<file path="config.mk">
export PLATFORM = sky130hd
export DESIGN_NAME = lqs_ram
export DESIGN_NICKNAME = d
export VERILOG_FILES = /design/src/hw/rtl/lqs_ram.sv
export SDC_FILE = /design/constraint.sdc
export NUM_CORES = 2
export LEC_CHECK = 0
export BUFFER_PORTS_ARGS = -buffer_cell sky130_fd_sc_hd__buf_2
export CAP_MARGIN = 5
export CORE_MARGIN = 2
export CORE_UTILIZATION = 30
export CTS_CLUSTER_SIZE = 28
export DETAILED_ROUTE_END_ITERATION = 10
export SLEW_MARGIN = 10
export SYNTH_ARGS = -nofsm -noshare
export SYNTH_HDL_FRONTEND = slang
export SYNTH_SLANG_ARGS = --single-unit
</file>
<file path="constraint.sdc">
create_clock -name i_clk -period 4.65 [get_ports i_clk]
set_input_delay 0.465 -clock i_clk [delete_from_list [all_inputs] [get_ports i_clk]]
set_output_delay 0.465 -clock i_clk [all_outputs]
set_load 0.01 [all_outputs]
</file>
<file path="src/hw/rtl/lqs_ram.sv">
// ----------------------------------------------------------------------------
// lqs_ram
// Generic single-write, single-read RAM with registered read data.
// ----------------------------------------------------------------------------
`default_nettype none

module lqs_ram #(
    parameter  int WIDTH = 32,
    parameter  int DEPTH = 128,
    localparam int AW    = $clog2(DEPTH)
) (
    input  wire logic             i_clk,
    input  wire logic             i_we,
    input  wire logic [AW-1:0]    i_waddr,
    input  wire logic [WIDTH-1:0] i_wdata,
    input  wire logic             i_re,
    input  wire logic [AW-1:0]    i_raddr,
    output logic      [WIDTH-1:0] o_rdata
);

    logic [WIDTH-1:0] r_mem [DEPTH];
    logic [WIDTH-1:0] r_rdata;

    always_ff @(posedge i_clk) begin
        if (i_we) begin
            r_mem[i_waddr] <= i_wdata;
        end
        if (i_re) begin
            r_rdata <= r_mem[i_raddr];
        end
    end

    assign o_rdata = r_rdata;

endmodule

`default_nettype wire

</file>
==> impl_metrics.toml <==
[drt]
routed_wl_mm = 444.4
wl_met2_mm = 216.5
vias = 73130
drt-pass1-iter-count = 6
viasPerCell = 5.266
wl_met3_mm = 44.92
wl_per_cell_um = 32.00
drt_iter0_markers = 12220
final_antenna_net_count = 0
drc_errors = 0
met1_length_mm = 169.3
routed.top_layer = "met5"

[final_layout]
multiInputGateArea_mm2 = 0.03229
syn_to_final_growth_pct = 16.50
fin_nets = 6597
regArea_mm2 = 0.1240
layout.cells.non_filler = 13890
utilization_pct = 35.07
final_cell_mix = "4128 x edfxtp_1, 1344 x mux4_2, 411 x clkbuf_16, 355 x buf_4, 119 x nor2_4"
final_layout_size_suffix_gt1_share_pct = 36.97
nFillCells = 46870
final_common_cell = "edfxtp_1"

[clock_tree]
path_clk_slew_ps = 60
cts_resized = 0
clk_latency_ps = 950
cts_sinks = 4128
cts_root_buffer = "clkbuf_16"
cts_tree = "done"
cts_made_buffers = 400
cts.path.max_buffers = 4
h-tree-depth = 5
post_cts_buffers = 0

[critical_path]
cp_slowest_cell = "mux4_2"
r2r_cells = 4
r2r_slack_ps = 1850
cp_common_cell = "mux4_2"
startpoint_type = "primary input"
cp-end-kind = "flop"
worstPathRequired_ps = 5330
slowest_delay_ps = 690
r2r_end = "o_rdata[16]"
critPathMaxFanout = 28
crit_type = "primary input to flop"
arrival_ps = 3790
r2r-start = "r_mem[106][16]"
crit_chain = "buf_12, buf_12, buf_4, mux4_2, mux4_2, mux4_2, mux2_2"

[placed_design]
preCtsSetupSlack_ps = 614.3
placed_cells = 13090
port_buffers = 80
hpwl_mm = 260.1
gp_congestion = 0.8195

[power]
cellPowerDensity_mw_per_mm2 = 427.2
irDropWorstVdd_uv = 320.8
cellLeakagePower_nw = 54.97

[logic_synthesis]
async_reset_ff_share_pct = 0
ys_types = 16
syn_area_per_cell_um2 = 26.14
synth_nets = 6039
netlist_area_mm2 = 0.1566
yosysWarnings = 0
synthCells = 5990
ys_seq_elements = 4128
synthFlopType = "edfxtp_1"
synth_edf_count = 4128
seq_area_frac_synth_pct = 79.16

[global_route]
grt_first_pass_wirelength_mm = 604.6
grt_max_degree = 91
track_usage_pct = 16.39
grt_antenna_before_repair = 91
grt.overflow.total = 0
first_global_vias = 72190

[status]
outcome = "finished clean"

[min_path]
min_from = "i_wdata[10]"
hold_path.class = "primary input to flop"
hold_depth = 1
hold-path-endpoint = "r_mem[39][10]"

[sta]
worst_slack_ps = 1540
max_freq_mhz = 321.5
period_minus_slack_ps = 3110
fin_tns_setup_ps = 0
setup_viol = 0
tightest_slew_ps = 1389
final.period_utilization_pct = 66.89
rsz0062_at_grt = "no"
maxSlewHeadroom_pct = 7.393
fin_skew_ps = 82.69
finalHoldViolations = 0
final_max_slew_viol_count = 0

[die]
die-area_mm2 = 0.5278
rows = 265
chipWidth_um = 726.5
coreArea_mm2 = 0.5202
start_util_pct = 30.10
num_io_pins = 81
fp.dieH_um = 726.5

[flow_run]
cap_violations = 0
==> area by class of cell <==
| class | instances | area share [%] |
|---|---|---|
| Sequential cell | 4128 | 67.95 |
| Multi-Input combinational cell | 1546 | 17.70 |
| Clock buffer | 482 | 5.784 |
| Tap cell | 6942 | 4.761 |
| Timing Repair Buffer | 472 | 2.383 |
| Clock inverter | 246 | 1.326 |
| Antenna cell | 70 | 0.09602 |
==> sequential cells by signal, summed over array words and instances (netlist names) <==
register,flops
o_rdata,32
r_mem,4096
==> worst max-delay path: cells and delay by family <==
family                 cells  cell delay, ps
muxes                      4            2210
buffers and inverters      3             920
==> worst max path at each step <==
stage	depth (start not counted)	to	slack (ps)	from
5_1_grt	7	o_rdata[17]	1520	i_raddr[0]
6_report	7	o_rdata[17]	1540	i_raddr[0]
3_5_place_dp	7	o_rdata[17]	610	i_raddr[0]
2_1_floorplan	3	r_mem[98][0]	950	i_we
4_1_cts	7	o_rdata[17]	1610	i_raddr[0]
3_3_place_gp	7	o_rdata[17]	600	i_raddr[0]
==> metal layers <==
metal	vias up	GRT usage, %
met1	40490	22.26
met5	-	0
met2	4279	26.78
met3	649	3.262
li1	27670	-
met4	38	4.760
==> stage by stage <==
stage          hold WS [ps]  area, um2  power, mW
5_1_grt               114.4     182300      79.87
6_report              117.0     182400      77.93
2_1_floorplan         563.9     156600      43.96
3_5_place_dp          977.4     169300      46.24
3_3_place_gp          958.8     169300      46.15
4_1_cts               64.83     182300      78.36
==> cells in the mapped netlist (3+ instances only) <==
cell type  instances  area share, %
mux4_2          1344             19
nand4_1            3          0.012
mux2_2            32           0.23
buf_1             50           0.12
edfxtp_1        4128             79
nor2b_1            7          0.028
nand2_1           14          0.034
nor3_1             9          0.029
nor2_1           122           0.29
buf_2             79           0.25
nand3_1           12          0.038
buf_4              3          0.014
clkbuf_1         182           0.44
==> what timing repair did <==
item | in CTS | in global routing
endpoints found under the hold margin | 10 | 0
hold buffers | 2 | 0
setup endpoints to repair | 0 | 0
==> logic make-up (layout without fill, tap and decap cells) <==
| family | after synthesis | count (layout) | share of synthesized area [%] |
|---|---|---|---|
| mux | 1376 | 1376 | 19.56 |
| other cells | 0 | 70 | 0 |
| flops | 4128 | 4128 | 79.16 |
| buf+inv | 316 | 1200 | 0.8373 |
| simple gates | 170 | 170 | 0.4450 |
==> where the power goes <==
| part | switching, mW | leakage [nW] | internal [mW] |
|---|---|---|---|
| logic | 2.58 | 11.5 | 1.57 |
| registers | 0.148 | 37.1 | 41.1 |
| clock network | 13.8 | 6.36 | 18.7 |
| total | 16.5 | 55.0 | 61.4 |
(Power assumes the default switching activity.)
